<file path="src/hdl/ipapc_pkg.sv">
// Package: shared types and constants for the IP address policy check core.
`timescale 1ns / 1ps
package ipapc_pkg;

  // Widths of the ports and rule registers
  localparam int unsigned ModeW   = 2;
  localparam int unsigned V4W     = 32;
  localparam int unsigned V6HalfW = 64;
  localparam int unsigned KindW   = 3;
  localparam int unsigned CfgIdxW = 2;
  localparam int unsigned CfgW    = 64;

  // Address family codes
  localparam logic [ModeW-1:0] MODE_V4 = 2'd0;
  localparam logic [ModeW-1:0] MODE_V6 = 2'd1;

  // Configuration register indexes
  typedef enum logic [CfgIdxW-1:0] {
    CFG_RULE_KIND = 2'd0,
    CFG_RULE_V4   = 2'd1,
    CFG_RULE_V6HI = 2'd2,
    CFG_RULE_V6LO = 2'd3
  } cfg_idx_e;

  // Rule kinds; codes 5 to 7 behave as public only
  typedef enum logic [KindW-1:0] {
    KIND_EXACT_V4 = 3'd0,
    KIND_EXACT_V6 = 3'd1,
    KIND_LOOPBACK = 3'd2,
    KIND_PUBLIC   = 3'd3,
    KIND_PRIVATE  = 3'd4
  } rule_kind_e;

  // IPv4 prefix constants
  localparam logic [V4W-1:0] V4_NET_LOOP   = 32'h7f00_0000;
  localparam logic [V4W-1:0] V4_NET_ZERO   = 32'h0000_0000;
  localparam logic [V4W-1:0] V4_NET_CGNAT  = 32'h6440_0000;
  localparam logic [V4W-1:0] V4_NET_LINK   = 32'ha9fe_0000;
  localparam logic [V4W-1:0] V4_NET_BENCH  = 32'hc612_0000;
  localparam logic [V4W-1:0] V4_NET_MCAST  = 32'he000_0000;
  localparam logic [V4W-1:0] V4_NET_TEN    = 32'h0a00_0000;
  localparam logic [V4W-1:0] V4_NET_172    = 32'hac10_0000;
  localparam logic [V4W-1:0] V4_NET_192    = 32'hc0a8_0000;

  // IPv6 leading-bit patterns
  localparam logic [7:0] V6_MCAST_B0 = 8'hff;
  localparam logic [9:0] V6_LINK_TOP = 10'h3fa;  // fe80::/10
  localparam logic [6:0] V6_ULA_TOP  = 7'h7e;    // fc00::/7
  localparam logic [2:0] V6_GUA_TOP  = 3'b001;   // 2000::/3
  localparam logic [31:0] V6_MAP_TAG = 32'h0000_ffff;

  // Address class flags handed from the classify stage to the decide stage
  typedef struct packed {
    logic is_v4;
    logic is_v6;
    logic v4_eq;        // IPv4 equals rule address
    logic v4_loop;
    logic v4_ok_priv;   // IPv4 not hard-blocked
    logic v4_pub;
    logic v6_eq;        // all 128 bits equal rule address
    logic v6_map_eq;    // mapped form of the rule IPv4 address
    logic v6_loop;
    logic v6_ok_priv;
    logic v6_pub;
  } addr_flags_t;

endpackage

</file>
<file path="src/hdl/ip_address_policy_check_core.sv">
// Top level: three-stage pipelined IP address policy check.
//
//  channel   ports                                            handshake
//  request   start_i, mode_i, ipv4_address_i, ipv6_high/low_i  start_i & !busy_o
//  result    done_o, allowed_o                                 done_o strobe, 1 cycle
//  config    cfg_we_i, cfg_idx_i, cfg_data_i                   cfg_we_i
//
// A word is taken every cycle; busy_o stays low. The decision passes through
// the input register, the class flag register and the result register before
// it is driven on done_o/allowed_o. Reset clears the stage valid bits and sets
// the rule to public only. The receiver cannot stall, so nothing in the
// pipeline ever waits.
`timescale 1ns / 1ps
module ip_address_policy_check_core
  import ipapc_pkg::*;
(
  input  logic               clk_i,
  input  logic               rst_ni,
  input  logic               start_i,
  output logic               busy_o,
  input  logic [ModeW-1:0]   mode_i,
  input  logic [V4W-1:0]     ipv4_address_i,
  input  logic [V6HalfW-1:0] ipv6_high_i,
  input  logic [V6HalfW-1:0] ipv6_low_i,
  output logic               done_o,
  output logic               allowed_o,
  input  logic               cfg_we_i,
  input  logic [CfgIdxW-1:0] cfg_idx_i,
  input  logic [CfgW-1:0]    cfg_data_i
);

  logic [KindW-1:0]   rule_kind_q;
  logic [V4W-1:0]     rule_v4_q;
  logic [V6HalfW-1:0] rule_v6hi_q;
  logic [V6HalfW-1:0] rule_v6lo_q;

  logic               s1_valid_q;
  logic [ModeW-1:0]   s1_mode_q;
  logic [V4W-1:0]     s1_v4_q;
  logic [V6HalfW-1:0] s1_hi_q;
  logic [V6HalfW-1:0] s1_lo_q;

  addr_flags_t        s2_flags_d;
  addr_flags_t        s2_flags_q;
  logic               s2_valid_q;

  logic               allowed_d;
  logic               done_q;
  logic               allowed_q;

  // Rule registers
  always_ff @(posedge clk_i or negedge rst_ni) begin
    if (!rst_ni) begin
      rule_kind_q <= KIND_PUBLIC;
      rule_v4_q   <= '0;
      rule_v6hi_q <= '0;
      rule_v6lo_q <= '0;
    end else if (cfg_we_i) begin
      case (cfg_idx_i)
        CFG_RULE_KIND: rule_kind_q <= cfg_data_i[KindW-1:0];
        CFG_RULE_V4:   rule_v4_q   <= cfg_data_i[V4W-1:0];
        CFG_RULE_V6HI: rule_v6hi_q <= cfg_data_i;
        CFG_RULE_V6LO: rule_v6lo_q <= cfg_data_i;
        default:       rule_kind_q <= rule_kind_q;
      endcase
    end
  end

  // Pipeline always has room
  assign busy_o = 1'b0;

  // Stage 1: input word register
  always_ff @(posedge clk_i or negedge rst_ni) begin
    if (!rst_ni) begin
      s1_valid_q <= 1'b0;
    end else begin
      s1_valid_q <= start_i && !busy_o;
    end
  end

  always_ff @(posedge clk_i) begin
    if (start_i && !busy_o) begin
      s1_mode_q <= mode_i;
      s1_v4_q   <= ipv4_address_i;
      s1_hi_q   <= ipv6_high_i;
      s1_lo_q   <= ipv6_low_i;
    end
  end

  // Stage 2: class flags
  ipapc_classify u_classify (
    .mode_i              (s1_mode_q),
    .ipv4_address_i      (s1_v4_q),
    .ipv6_high_i         (s1_hi_q),
    .ipv6_low_i          (s1_lo_q),
    .rule_ipv4_address_i (rule_v4_q),
    .rule_ipv6_high_i    (rule_v6hi_q),
    .rule_ipv6_low_i     (rule_v6lo_q),
    .flags_o             (s2_flags_d)
  );

  always_ff @(posedge clk_i or negedge rst_ni) begin
    if (!rst_ni) begin
      s2_valid_q <= 1'b0;
    end else begin
      s2_valid_q <= s1_valid_q;
    end
  end

  always_ff @(posedge clk_i) begin
    if (s1_valid_q) begin
      s2_flags_q <= s2_flags_d;
    end
  end

  // Stage 3: pick the verdict for the rule kind; other families reject
  always_comb begin
    allowed_d = 1'b0;
    if (s2_flags_q.is_v4) begin
      case (rule_kind_q)
        KIND_EXACT_V4: allowed_d = s2_flags_q.v4_eq;
        KIND_EXACT_V6: allowed_d = 1'b0;
        KIND_LOOPBACK: allowed_d = s2_flags_q.v4_loop;
        KIND_PRIVATE:  allowed_d = s2_flags_q.v4_ok_priv;
        default:       allowed_d = s2_flags_q.v4_pub;
      endcase
    end else if (s2_flags_q.is_v6) begin
      case (rule_kind_q)
        KIND_EXACT_V4: allowed_d = s2_flags_q.v6_map_eq;
        KIND_EXACT_V6: allowed_d = s2_flags_q.v6_eq;
        KIND_LOOPBACK: allowed_d = s2_flags_q.v6_loop;
        KIND_PRIVATE:  allowed_d = s2_flags_q.v6_ok_priv;
        default:       allowed_d = s2_flags_q.v6_pub;
      endcase
    end
  end

  always_ff @(posedge clk_i or negedge rst_ni) begin
    if (!rst_ni) begin
      done_q <= 1'b0;
    end else begin
      done_q <= s2_valid_q;
    end
  end

  always_ff @(posedge clk_i) begin
    if (s2_valid_q) begin
      allowed_q <= allowed_d;
    end
  end

  assign done_o    = done_q;
  assign allowed_o = done_q && allowed_q;

endmodule

</file>
<file path="src/hdl/ipapc_classify.sv">
// Classify stage: derives the address class flags of one word.
`timescale 1ns / 1ps
module ipapc_classify
  import ipapc_pkg::*;
(
  input  logic [ModeW-1:0]   mode_i,
  input  logic [V4W-1:0]     ipv4_address_i,
  input  logic [V6HalfW-1:0] ipv6_high_i,
  input  logic [V6HalfW-1:0] ipv6_low_i,
  input  logic [V4W-1:0]     rule_ipv4_address_i,
  input  logic [V6HalfW-1:0] rule_ipv6_high_i,
  input  logic [V6HalfW-1:0] rule_ipv6_low_i,
  output addr_flags_t        flags_o
);

  function automatic logic v4_hard(input logic [V4W-1:0] a);
    logic hit;
    hit = (a[31:24] == V4_NET_ZERO[31:24]) ||
          (a[31:22] == V4_NET_CGNAT[31:22]) ||
          (a[31:16] == V4_NET_LINK[31:16]) ||
          (a[31:17] == V4_NET_BENCH[31:17]) ||
          (a[31:29] == V4_NET_MCAST[31:29]);
    return hit;
  endfunction

  function automatic logic v4_public(input logic [V4W-1:0] a);
    logic priv;
    priv = (a[31:24] == V4_NET_TEN[31:24]) ||
           (a[31:24] == V4_NET_LOOP[31:24]) ||
           (a[31:20] == V4_NET_172[31:20]) ||
           (a[31:16] == V4_NET_192[31:16]);
    return !v4_hard(a) && !priv;
  endfunction

  logic         hi_zero;
  logic         mapped;
  logic         unspec;
  logic         loop6;
  logic         mcast6;
  logic         link6;
  logic         ula6;
  logic [V4W-1:0] map_v4;

  // IPv6 special forms
  assign hi_zero = (ipv6_high_i == '0);
  assign map_v4  = ipv6_low_i[V4W-1:0];
  assign mapped  = hi_zero && (ipv6_low_i[63:32] == V6_MAP_TAG);
  assign unspec  = hi_zero && (ipv6_low_i == '0);
  assign loop6   = hi_zero && (ipv6_low_i == 64'd1);
  assign mcast6  = (ipv6_high_i[63:56] == V6_MCAST_B0);
  assign link6   = (ipv6_high_i[63:54] == V6_LINK_TOP);
  assign ula6    = (ipv6_high_i[63:57] == V6_ULA_TOP);

  always_comb begin
    flags_o.is_v4      = (mode_i == MODE_V4);
    flags_o.is_v6      = (mode_i == MODE_V6);
    flags_o.v4_eq      = (ipv4_address_i == rule_ipv4_address_i);
    flags_o.v4_loop    = (ipv4_address_i[31:24] == V4_NET_LOOP[31:24]);
    flags_o.v4_ok_priv = !v4_hard(ipv4_address_i);
    flags_o.v4_pub     = v4_public(ipv4_address_i);
    flags_o.v6_eq      = (ipv6_high_i == rule_ipv6_high_i) &&
                         (ipv6_low_i == rule_ipv6_low_i);
    flags_o.v6_map_eq  = mapped && (map_v4 == rule_ipv4_address_i);
    flags_o.v6_loop    = loop6;
    flags_o.v6_ok_priv = !unspec && !mcast6 && !link6;
    // mapped addresses are judged by their IPv4 part
    if (mapped) begin
      flags_o.v6_pub = v4_public(map_v4);
    end else begin
      flags_o.v6_pub = !unspec && !loop6 && !mcast6 && !link6 && !ula6 &&
                       (ipv6_high_i[63:61] == V6_GUA_TOP);
    end
  end

endmodule

</file>
<file path="config.mk">
export PLATFORM = sky130hd
export DESIGN_NAME = ip_address_policy_check_core
export DESIGN_NICKNAME = d
export VERILOG_FILES = /design/src/hdl/ipapc_pkg.sv /design/src/hdl/ip_address_policy_check_core.sv /design/src/hdl/ipapc_classify.sv
export SDC_FILE = /design/constraint.sdc
export NUM_CORES = 1
export LEC_CHECK = 0
export BUFFER_PORTS_ARGS = -buffer_cell sky130_fd_sc_hd__buf_2
export CAP_MARGIN = 20
export CORE_UTILIZATION = 45
export CTS_CLUSTER_DIAMETER = 150
export DETAILED_ROUTE_END_ITERATION = 8
export PLACE_DENSITY = 0.62
export SETUP_SLACK_MARGIN = 0.3
export SLEW_MARGIN = 20
export SYNTH_ARGS = -nofsm -noshare
export SYNTH_HDL_FRONTEND = slang
export SYNTH_HIERARCHICAL = 1
export SYNTH_SLANG_ARGS = --single-unit
</file>
<file path="constraint.sdc">
create_clock -name clk_i -period 3.6 [get_ports clk_i]
set_input_delay 0.18 -clock clk_i [delete_from_list [all_inputs] [get_ports clk_i]]
set_output_delay 0.18 -clock clk_i [all_outputs]
set_load 0.05 [all_outputs]
</file>
-- Word level (Yosys, flattened, before mapping)
Cells that the tools add are included.
- register bits: 340
- eq/ne operators: 33
- multiplexer cells: 5
- reductions and logical operators: 49
- operator list (cell ; count):
    $eq A64 B64 Y1 ; 2
    $logic_not A64 Y1 ; 2
    $eq A16 B16 Y1 const B ; 4
    $eq A32 B32 Y1 ; 2
    $eq A64 B1 Y1 const B ; 1
    $eq A32 B16 Y1 const B ; 1
    $eq A15 B15 Y1 const B ; 2
    $eq A12 B12 Y1 const B ; 2
    $eq A10 B9 Y1 const B ; 2
    $eq A8 B4 Y1 const B ; 2
    $eq A8 B7 Y1 const B ; 2
    $logic_not A8 Y1 ; 2
    $logic_and A1 B1 Y1 ; 15
    $logic_or A1 B1 Y1 ; 14
    $eq A10 B10 Y1 const B ; 1
    $eq A3 B3 Y1 const B ; 3
    $logic_not A1 Y1 ; 9
    $eq A8 B8 Y1 const B ; 1
    $pmux W1 S4 ; 2
    $reduce_and A2 Y1 ; 4
    $eq A7 B7 Y1 const B ; 1
    $eq A3 B1 Y1 const B ; 2
    $eq A2 B1 Y1 const B ; 2
    $eq A2 B2 Y1 const B ; 2
    4 further kinds ; 7

-- Longest topological paths before layout
Gate-level depths: netlist of the first run.
- word-level depth: 9
- mapped depth: 7
- gate-level depth less buffers: 5

-- By module
Netlist of the first run, hierarchy kept.
- by module, submodules not included (module ; instances ; cells each ; area each (um^2) ; seq. area each (um^2)):
    ip_address_policy_check_core ; 1 ; 542 ; 11730.0 ; 9381.5
    ipapc_classify ; 1 ; 403 ; 2997.9 ; 0.0

-- Worst setup path before layout of the first run
Ideal clock, no wire load.
- path type: reg2reg
- from: register s1_lo_q[24]
- to: register s2_flags_q[0] (netlist name), data pin
- setup time: 0.263 ns
- data arrival time: 1.586 ns
- data required time: 3.337 ns
- slack: 1.752 ns
- stages on the path, launching flop included: 7
- buffers on the path: 1
- path through: edfxtp_1 > buf_6 > or4_4 > nor4_2 > a31oi_1 > nor4_2 > o41ai_2
- RTL lines (what ; RTL line ; text):
    from (decl) ; ip_address_policy_check_core.sv:41 ; logic [V6HalfW-1:0] s1_lo_q;
    from (signal assigned) ; ip_address_policy_check_core.sv:86 ; s1_lo_q <= ipv6_low_i;
    to (signal assigned) ; ip_address_policy_check_core.sv:112 ; s2_flags_q <= s2_flags_d;
    to (decl) ; ip_address_policy_check_core.sv:44 ; addr_flags_t s2_flags_q;

==> results.sh, run 1 <==
export IMPL_drv_cap=0
export IMPL_post_route_period_util=0.695
export IMPL_holdCritPathClass="in2reg"
export IMPL_maxSlewViolCount=0
export IMPL_clk_pin_slew_worst_paths_ns=0.06
export IMPL_synthCells=945
export IMPL_p_leak_nw=7.96
export IMPL_synth_area_um2=14700
export IMPL_grt_max_degree=91
export IMPL_fmax_ghz=0.399
export IMPL_min_from="cfg_data_i[23]"
export IMPL_areaGrowthSynthToFinish_pct=33.4
export IMPL_layout_commonest_cell="buf_2"
export IMPL_crit_chain="nor4_1 > nand4_1 > nor4_2 > nand3_1 > o41ai_2"
export IMPL_pin_count=235
export IMPL_worst_setup_path_end_kind="register"
export IMPL_p_per_area_nw_per_um2=540
export IMPL_status="finished clean"
export IMPL_cts_buffer_depth=3
export IMPL_ir_drop_mv=0.373
export IMPL_dr_pass1_iters=6
export IMPL_synth_distinct_cells=56
export IMPL_dieWidth_um=183
export IMPL_slew_headroom=0.400
export IMPL_vias=10156
export IMPL_whs_ns=0.00863
export IMPL_cts_root_buf="clkbuf_16"
export IMPL_cp_arrival_ns=2.82
export IMPL_std_cell_rows=65
export IMPL_crit_path_top_delay_cell="nor4_1"
export IMPL_grt_overflow=0
export IMPL_synth_edf_count=174
export IMPL_finalSetupViolCount=0
export IMPL_worstPathMaxFanout=3
export IMPL_multiInputGateArea_um2=5040
export IMPL_die_area_um2=33500
export IMPL_yosysTopAreaCellShare=0.355
export IMPL_cts_buffers_inserted=37
export IMPL_grt_total_usage=0.282
export IMPL_drtAntennaViolNets=0
export IMPL_final_cell_mix="buf_2, dlygate4sd3_1, edfxtp_1, dfrtp_1, xnor2_1"
export IMPL_cp_startpoint="s1_hi_q[16]$_DFFE_PP_"
export IMPL_grt_pass1_wl_um=67600
export IMPL_initial_core_util=0.462
export IMPL_ys_top_cells_by_area="edfxtp_1, dfrtp_1, mux2_2"
export IMPL_nNetsFinal=1646
export IMPL_max_stage_delay_ns=0.58
export IMPL_worstMarginPinSlew_ns=0.899
export IMPL_ys_warn_count=6
export IMPL_cp_required_ns=3.92
export IMPL_place_gp_congestion=0.954
export IMPL_syn_area_per_cell_um2=15.6
export IMPL_rr_startpoint="s1_hi_q[16]$_DFFE_PP_"
export IMPL_cts_tree="yes"
export IMPL_setup_tns_final_ns=0
export IMPL_synth_nets=1177
export IMPL_cts_setup_buffers=0
export IMPL_grt_pass1_vias=10514
export IMPL_antennaDiodeCount=0
export IMPL_cts_sinks=340
export IMPL_critPathKind="reg2reg"
export IMPL_synth_seq_area_share=0.637
export IMPL_routedWlPerCell_um=25.0
export IMPL_finClkSkew_ns=0.00869
export IMPL_min_period_ns=2.50
export IMPL_dpl_hpwl_um=32500
export IMPL_power_total_mw=10.6
export IMPL_worstSkewPairLatency_ns=0.52
export IMPL_die_h_um=183
export IMPL_antenna_found_initial=0
export IMPL_ys_ff_latch=340
export IMPL_cts_resized=0
export IMPL_n_fill_cell=2468
export IMPL_synth_top_area_cell="edfxtp_1"
export IMPL_final_seq_area_um2=9380
export IMPL_drt_initial_drc_count=1014
export IMPL_synth_ff_type="edfxtp_1"
export IMPL_core_area_um2=31900
export IMPL_wirelength_um=46900
export IMPL_ys_async_sr_fraction=0.488
export IMPL_drive_above_1_share=0.321
export IMPL_viasPerCell=5.41
export IMPL_cts_htree_levels=2
export IMPL_hold_viol_final=0
export IMPL_worstSetupStartpointType="register"
export IMPL_rsz0062_at_grt="no"
export IMPL_drcViolationCount=0
export IMPL_placement_io_buffers=233
[flip-flops by register name, summed over array words and instances, names as in the netlist, 2 cells and up]
signal       count
rule_kind_q      3
rule_v4_q       32
rule_v6hi_q     64
rule_v6lo_q     64
s1_hi_q         64
s1_lo_q         64
s1_mode_q        2
s1_v4_q         32
s2_flags_q      11
[layout make-up]
class	count	share of cell area
Inverter	18	0.00344
Timing Repair Buffer	460	0.175
Sequential cell	340	0.478
Multi-Input combinational cell	557	0.257
Clock buffer	57	0.0557
Tap cell	435	0.0277
Clock inverter	9	0.00382
[per-stage QoR]
stage | instance area, um2 | util | setup WS (ns) | instances
3_3_place_gp | 16300 | 0.512 | 1.17 | 1594
4_1_cts | 19600 | 0.616 | 1.18 | 1875
6_report | 19600 | 0.616 | 1.10 | 1876
3_5_place_dp | 16300 | 0.512 | 1.19 | 1594
5_1_grt | 19600 | 0.616 | 1.03 | 1876
2_1_floorplan | 14700 | - | 1.75 | 945
[where the power goes]
group	switching, mW	total (mW)	leakage, nW	internal, mW
Combinational	0.806	1.76	3.72	0.957
Clock	1.51	3.68	0.574	2.17
Sequential	0.522	5.17	3.66	4.64
Total	2.84	10.6	7.96	7.77
[final timing paths]
check	end	slack [ns]	cells past startpoint
worst max-delay path	s2_flags_q[0]$_DFFE_PP_	1.10	5
max in group asynchronous	rule_v6hi_q[45]$_DFFE_PN0P_	2.43	3
worst max register to register	s2_flags_q[0]$_DFFE_PP_	1.10	5
min in group asynchronous	rule_v4_q[18]$_DFFE_PN0P_	0.18	2
worst min register to register	done_o$_DFF_PN0_	0.40	0
worst min-delay path	rule_v4_q[23]$_DFFE_PN0P_	0.009	2
[metal layers]
metal,up-vias,part of all wire,GRT usage
met1,5125,0.43,0.389
met5,-,0,0
met4,0,0.024,0.0700
met2,473,0.47,0.455
li1,4486,-,-
met3,72,0.079,0.0586
[synthesized netlist by cell type, drive strengths merged, types with 2 or more instances]
| cell type | instances |
|---|---|
| buf | 28 |
| o221ai | 2 |
| nand3b | 3 |
| nand4 | 46 |
| a31oi | 4 |
| o21ai | 2 |
| a21oi | 2 |
| inv | 18 |
| dfrtp | 164 |
| clkbuf | 2 |
| xor2 | 70 |
| nand2 | 8 |
| nor4b | 8 |
| nand2b | 2 |
| a2111oi | 2 |
| dfstp | 2 |
| xnor2 | 108 |
| nor3b | 2 |
| o2bb2ai | 3 |
| or4 | 5 |
| nand3 | 8 |
| nor3 | 3 |
| nor2b | 5 |
| nor4bb | 3 |
| a22oi | 2 |
| nor4 | 66 |
| edfxtp | 174 |
| mux2 | 163 |
| nand4b | 5 |
| o22ai | 5 |
| and3 | 2 |
| nor2 | 14 |
[timing repair]
action                                  in CTS  in global routing
endpoints found under the setup margin       0                  0
hold endpoints to repair                   329                  1
hold buffers                               215                  1
[logic make-up after synthesis]
kind of cell,count (synthesis),synth area share
flip-flops,340,0.637
XOR/XNOR,178,0.106
multiplexers,164,0.141
AO/OA/AOI/OAI,32,0.0168
other,1,0.000255
buffers and inverters,48,0.0206
AND/OR/NAND/NOR,182,0.0789
[worst max-delay path: cells and delay by family (launching register included)]
family / cells / cell delay (ns)
AOI/OAI and AO/OA: 1 / 0.40
DFF: 1 / 0.49
and+or+nand+nor: 4 / 1.41
No activity file was read; power rests on OpenSTA's default activity.
==> run 2: changes to the inputs <==
Clock period 3.6 ns to 2.62 ns, I/O delays scaled along.
==> results.sh, run 2 (synthesis gave the netlist of run 1 again) <==
export IMPL_final_cell_mix="buf_2, dlygate4sd3_1, edfxtp_1, dfrtp_1, xnor2_1"
export IMPL_worstPathMaxFanout=2
export IMPL_grt_max_degree=66
export IMPL_vias=10098
export IMPL_hold_viol_final=0
export IMPL_routedWlPerCell_um=24.8
export IMPL_die_area_um2=33500
export IMPL_fmax_ghz=0.441
export IMPL_die_h_um=183
export IMPL_critPathKind="reg2reg"
export IMPL_grt_total_usage=0.283
export IMPL_min_period_ns=2.27
export IMPL_cts_buffers_inserted=37
export IMPL_grt_overflow=0
export IMPL_holdCritPathClass="in2reg"
export IMPL_wirelength_um=46900
export IMPL_cts_root_buf="clkbuf_16"
export IMPL_std_cell_rows=65
export IMPL_hold_depth=3
export IMPL_maxSlewViolCount=0
export IMPL_clk_pin_slew_worst_paths_ns=0.06
export IMPL_p_leak_nw=8.08
export IMPL_post_route_period_util=0.866
export IMPL_layout_commonest_cell="buf_2"
export IMPL_worstSetupStartpointType="register"
export IMPL_drt_initial_drc_count=791
export IMPL_cp_required_ns=2.95
export IMPL_rr_startpoint="s1_hi_q[8]$_DFFE_PP_"
export IMPL_place_area_um2=16400
export IMPL_initial_core_util=0.462
export IMPL_design_area_um2=19900
export IMPL_drive_above_1_share=0.324
export IMPL_dr_pass1_iters=5
export IMPL_hold_end="rule_kind_q[0]$_DFFE_PN1P_"
export IMPL_grt_pass1_wl_um=67500
export IMPL_core_area_um2=31900
export IMPL_cts_buffer_depth=3
export IMPL_finalSetupViolCount=0
export IMPL_whs_ns=0.104
export IMPL_placement_io_buffers=233
export IMPL_min_from="cfg_idx_i[0]"
export IMPL_worstMarginPinSlew_ns=0.689
export IMPL_dpl_hpwl_um=32300
export IMPL_dieWidth_um=183
export IMPL_p_per_area_nw_per_um2=737
export IMPL_drcViolationCount=0
export IMPL_antennaDiodeCount=0
export IMPL_cts_tree="yes"
export IMPL_r2r_end="s2_flags_q[0]$_DFFE_PP_"
export IMPL_slew_headroom=0.540
export IMPL_finClkSkew_ns=0.0125
export IMPL_worst_setup_path_end_kind="register"
export IMPL_pin_count=235
export IMPL_cts_sinks=340
export IMPL_areaGrowthSynthToFinish_pct=35.3
export IMPL_cp_startpoint="s1_hi_q[8]$_DFFE_PP_"
export IMPL_drv_cap=0
export IMPL_cts_htree_levels=2
export IMPL_nNetsFinal=1659
export IMPL_status="finished clean"
export IMPL_antenna_found_initial=0
export IMPL_viasPerCell=5.34
export IMPL_reg2reg_slack_ns=0.35
export IMPL_reg2reg_depth=5
export IMPL_worstSkewPairLatency_ns=0.53
export IMPL_drtAntennaViolNets=0
export IMPL_place_gp_congestion=0.985
export IMPL_cp_arrival_ns=2.60
export IMPL_rsz0062_at_grt="no"
export IMPL_ir_drop_mv=0.421
export IMPL_setup_tns_final_ns=0
export IMPL_grt_pass1_vias=10552
run 2: cell types whose count changed in the layout (fill, tap and decap cells not counted), sizes merged:
| cell | before | now |
|---|---|---|
| inv | 20 | 19 |
| bufinv | 1 | 3 |
| clkbuf | 57 | 51 |
| buf | 244 | 245 |
| clkinvlp | 0 | 1 |
| clkinv | 6 | 12 |
| dlygate4sd3 | 216 | 228 |
run 2: worst max-delay path by stage:
stage / to
after CTS: s2_flags_q[0]$_DFFE_PP_
after detailed placement: s2_flags_q[0]$_DFFE_PP_
after global placement: s2_flags_q[0]$_DFFE_PP_
after floorplan: s2_flags_q[0]$_DFFE_PP_
final: s2_flags_q[0]$_DFFE_PP_
after global routing: s2_flags_q[0]$_DFFE_PP_
run 2: per-stage QoR:
stage,worst slack (ns),power [mW],cells,util
floorplan,0.772,8.24,945,-
global placement,0.338,9.27,1595,0.514
detailed placement,0.296,9.29,1595,0.514
CTS,0.334,14.7,1891,0.624
global route,0.300,15.2,1891,0.625
finish,0.350,14.7,1891,0.625
run 2: area by class of cell:
cell class / count / area (um2)
Clock buffer: 51 / 1020
Clock inverter: 17 / 184
Fill cell: 2420 / 12000
Inverter: 18 / 67.6
Multi-Input combinational cell: 557 / 5090
Sequential cell: 340 / 9380
Tap cell: 435 / 544
Timing Repair Buffer: 473 / 3640
run 2: per-layer routing:
layer | routed length [um] | GRT usage
met1 | 20100 | 0.387
met2 | 21700 | 0.447
met5 | 80 | 0.0193
met3 | 3670 | 0.0653
met4 | 1300 | 0.0850
run 2: where the power goes:
group          total (mW)  switching, mW  internal (mW)
registers            7.11          0.727           6.38
clock network        5.15           2.12           3.04
logic                2.43           1.09           1.34
total                14.7           3.93           10.8
run 2: repair_timing:
item,in CTS,in global routing
gates resized for setup,1,6
buffers inserted,0,0
hold endpoints to repair,386,0
endpoints found under the setup margin,1,1
hold buffers,228,0
run 2: worst max-delay path, cell delays in order, from the launching register on:
cell,delay (ns)
edfxtp_1,0.41
nor4_2,0.38
nand4_1,0.29
nor4_4,0.42
nand3_1,0.20
o41ai_2,0.38
==> run 3: changes to the inputs <==
Settings changed: ABC_AREA set to 1, CAP_MARGIN 20 to 40, HOLD_SLACK_MARGIN set to 0.05, PLACE_DENSITY 0.62 to 0.61.
==> results.sh, run 3 <==
export IMPL_synthTopCellsByCount="nand2_1, inv_1, nor2_1"
export IMPL_hold_depth=3
export IMPL_synth_distinct_cells=29
export IMPL_synth_top_area_cell="edfxtp_1"
export IMPL_holdCritPathClass="in2reg"
export IMPL_ir_drop_mv=0.679
export IMPL_status="finished clean"
export IMPL_place_area_um2=17400
export IMPL_die_area_um2=35500
export IMPL_drtAntennaViolNets=0
export IMPL_initial_core_util=0.462
export IMPL_grt_max_degree=112
export IMPL_reg2reg_depth=8
export IMPL_nNetsFinal=2470
export IMPL_cts_sinks=340
export IMPL_n_fill_cell=2817
export IMPL_worstPathMaxFanout=4
export IMPL_final_cell_mix="nand2_1, inv_1, buf_2, dlygate4sd3_1, nor2_1"
export IMPL_pin_count=235
export IMPL_place_gp_congestion=0.889
export IMPL_power_total_mw=14.2
export IMPL_hold_buffers=228
export IMPL_cp_num_buf_inv=0
export IMPL_crit_path_top_delay_cell="edfxtp_1"
export IMPL_viasPerCell=4.76
export IMPL_grt_pass1_wl_um=67000
export IMPL_cp_top_family="simple AND/OR/NAND/NOR gates"
export IMPL_cts_buffer_depth=3
export IMPL_synth_ff_type="edfxtp_1"
export IMPL_cts_htree_levels=2
export IMPL_synth_area_um2=15700
export IMPL_cts_tree="yes"
export IMPL_cp_depth=8
export IMPL_synth_most_common_cell="nand2_1"
export IMPL_cts_setup_buffers=0
export IMPL_layout_commonest_cell="nand2_1"
export IMPL_synth_nets=1997
export IMPL_synth_edf_count=174
export IMPL_drv_cap=0
export IMPL_dpl_hpwl_um=28600
export IMPL_synthCells=1765
export IMPL_ys_top_cells_by_area="edfxtp_1, dfrtp_1, nand2_1"
export IMPL_cts_resized=0
export IMPL_die_h_um=188
export IMPL_p_per_area_nw_per_um2=680
export IMPL_worstSkewPairLatency_ns=0.54
export IMPL_fmax_ghz=0.570
export IMPL_rsz0062_at_grt="no"
export IMPL_slew_headroom=0.495
export IMPL_drive_above_1_share=0.145
export IMPL_post_route_period_util=0.669
export IMPL_grt_total_usage=0.243
export IMPL_maxSlewViolCount=0
export IMPL_grt_overflow=0
export IMPL_areaGrowthSynthToFinish_pct=33.6
export IMPL_grt_pass1_vias=12856
export IMPL_core_area_um2=33900
export IMPL_cp_required_ns=2.88
export IMPL_max_stage_delay_ns=0.43
export IMPL_clk_pin_slew_worst_paths_ns=0.06
export IMPL_crit_chain="nor2_1 > nand3_1 > nor2_1 > nand3_1 > nor2_1 > nand2_1 > nor2_1 > nor2_1"
export IMPL_drt_initial_drc_count=841
export IMPL_placement_io_buffers=233
export IMPL_finalSetupViolCount=0
export IMPL_worstSetupStartpointType="register"
export IMPL_cts_root_buf="clkbuf_16"
export IMPL_antenna_found_initial=1
export IMPL_cp_common_cell="nor2_1"
export IMPL_design_area_um2=20900
export IMPL_routedWlPerCell_um=15.6
export IMPL_ys_ff_latch=340
export IMPL_dieWidth_um=188
export IMPL_min_period_ns=1.75
export IMPL_dr_pass1_iters=5
export IMPL_drcViolationCount=0
export IMPL_antennaDiodeCount=0
export IMPL_syn_area_per_cell_um2=8.87
export IMPL_wirelength_um=42500
export IMPL_finClkSkew_ns=0.0176
export IMPL_vias=12933
export IMPL_cts_buffers_inserted=38
export IMPL_synth_seq_area_share=0.599
export IMPL_worst_setup_path_end_kind="register"
export IMPL_setup_tns_final_ns=0
export IMPL_critPathKind="reg2reg"
export IMPL_hold_viol_final=0
export IMPL_ys_warn_count=6
export IMPL_ys_async_sr_fraction=0.488
export IMPL_yosysTopAreaCellShare=0.334
export IMPL_cp_arrival_ns=2.01
export IMPL_p_leak_nw=9.93
export IMPL_std_cell_rows=67
export IMPL_worstMarginPinSlew_ns=0.757
run 3: changes by cell type in the layout (fill, tap and decap cells not counted), moves of 9 or more:
| cell | change |
|---|---|
| mux2_4 | -60 |
| inv_1 | +232 |
| nor2_1 | +208 |
| o21ai_0 | +157 |
| nand4_1 | -25 |
| nand2_1 | +525 |
| xor2_1 | -20 |
| xnor2_1 | -70 |
| nor4_1 | -54 |
| or2_2 | +9 |
| nor3_1 | +17 |
| mux2_2 | -98 |
| nand3_1 | +45 |
run 3: cell type report:
type | count | area [um2] | area share
repair buffers | 473 | 3630 | 0.173
clock inverters | 17 | 141 | 0.00676
clock buffers | 53 | 1100 | 0.0526
multi-input cells | 1130 | 5130 | 0.245
inverters | 255 | 962 | 0.0460
well taps | 448 | 561 | 0.0268
flip-flops and latches | 340 | 9380 | 0.449
run 3: worst reg2reg max path: stages (launching register included):
cell	delay, ns
edfxtp_1	0.43
nor2_1	0.14
nand3_1	0.07
nor2_1	0.15
nand3_1	0.15
nor2_1	0.32
nand2_1	0.09
nor2_1	0.09
nor2_1	0.04
run 3: metrics by stage:
| stage | util | setup slack (ns) | hold WS (ns) | std cells |
|---|---|---|---|---|
| floorplan | - | 1.22 | -0.165 | 1765 |
| global placement | 0.513 | 0.882 | 0.188 | 2418 |
| detailed placement | 0.513 | 0.894 | 0.181 | 2418 |
| CTS | 0.617 | 0.868 | 0.0528 | 2716 |
| global route | 0.617 | 0.738 | 0.0971 | 2716 |
| finish | 0.617 | 0.866 | 0.0751 | 2716 |
run 3: cells by family (layout without fill, tap and decap cells):
group	Yosys count	after routing	synth area share
AOI/OAI and AO/OA	174	174	0.0563
xor gates and xnor gates	88	88	0.0492
buffers and inverters	295	798	0.0744
DFF	340	340	0.599
other	1	1	0.000240
and+or+nand+nor	867	867	0.220
run 3: final timing paths:
path	startpoint	to	slack (ns)
hold reg to reg	s2_valid_q$_DFF_PN0_	done_o$_DFF_PN0_	0.39
min in group asynchronous	rst_ni	rule_v4_q[22]$_DFFE_PN0P_	0.15
setup / recovery	s1_lo_q[38]$_DFFE_PP_	s2_flags_q[1]$_DFFE_PP_	0.87
setup reg to reg	s1_lo_q[38]$_DFFE_PP_	s2_flags_q[1]$_DFFE_PP_	0.87
hold / removal	cfg_we_i	rule_kind_q[1]$_DFFE_PN1P_	0.08
max in group asynchronous	rst_ni	rule_v6hi_q[32]$_DFFE_PN0P_	1.68
run 3: where the power goes:
| group | leakage [nW] | switching, mW | total [mW] | internal [mW] |
|---|---|---|---|---|
| logic | 5.55 | 1.06 | 2.05 | 0.990 |
| registers | 3.77 | 0.578 | 6.87 | 6.30 |
| clock network | 0.614 | 2.23 | 5.29 | 3.07 |
| total | 9.93 | 3.86 | 14.2 | 10.4 |
run 3: layer usage:
metal  vias to the layer above  wire length, um  GRT usage
li1                       6491                -          -
met1                      6002            18900      0.323
met2                       350            20300      0.408
met3                        88             1920     0.0341
met4                         2             1320     0.0850
met5                         -               13          0
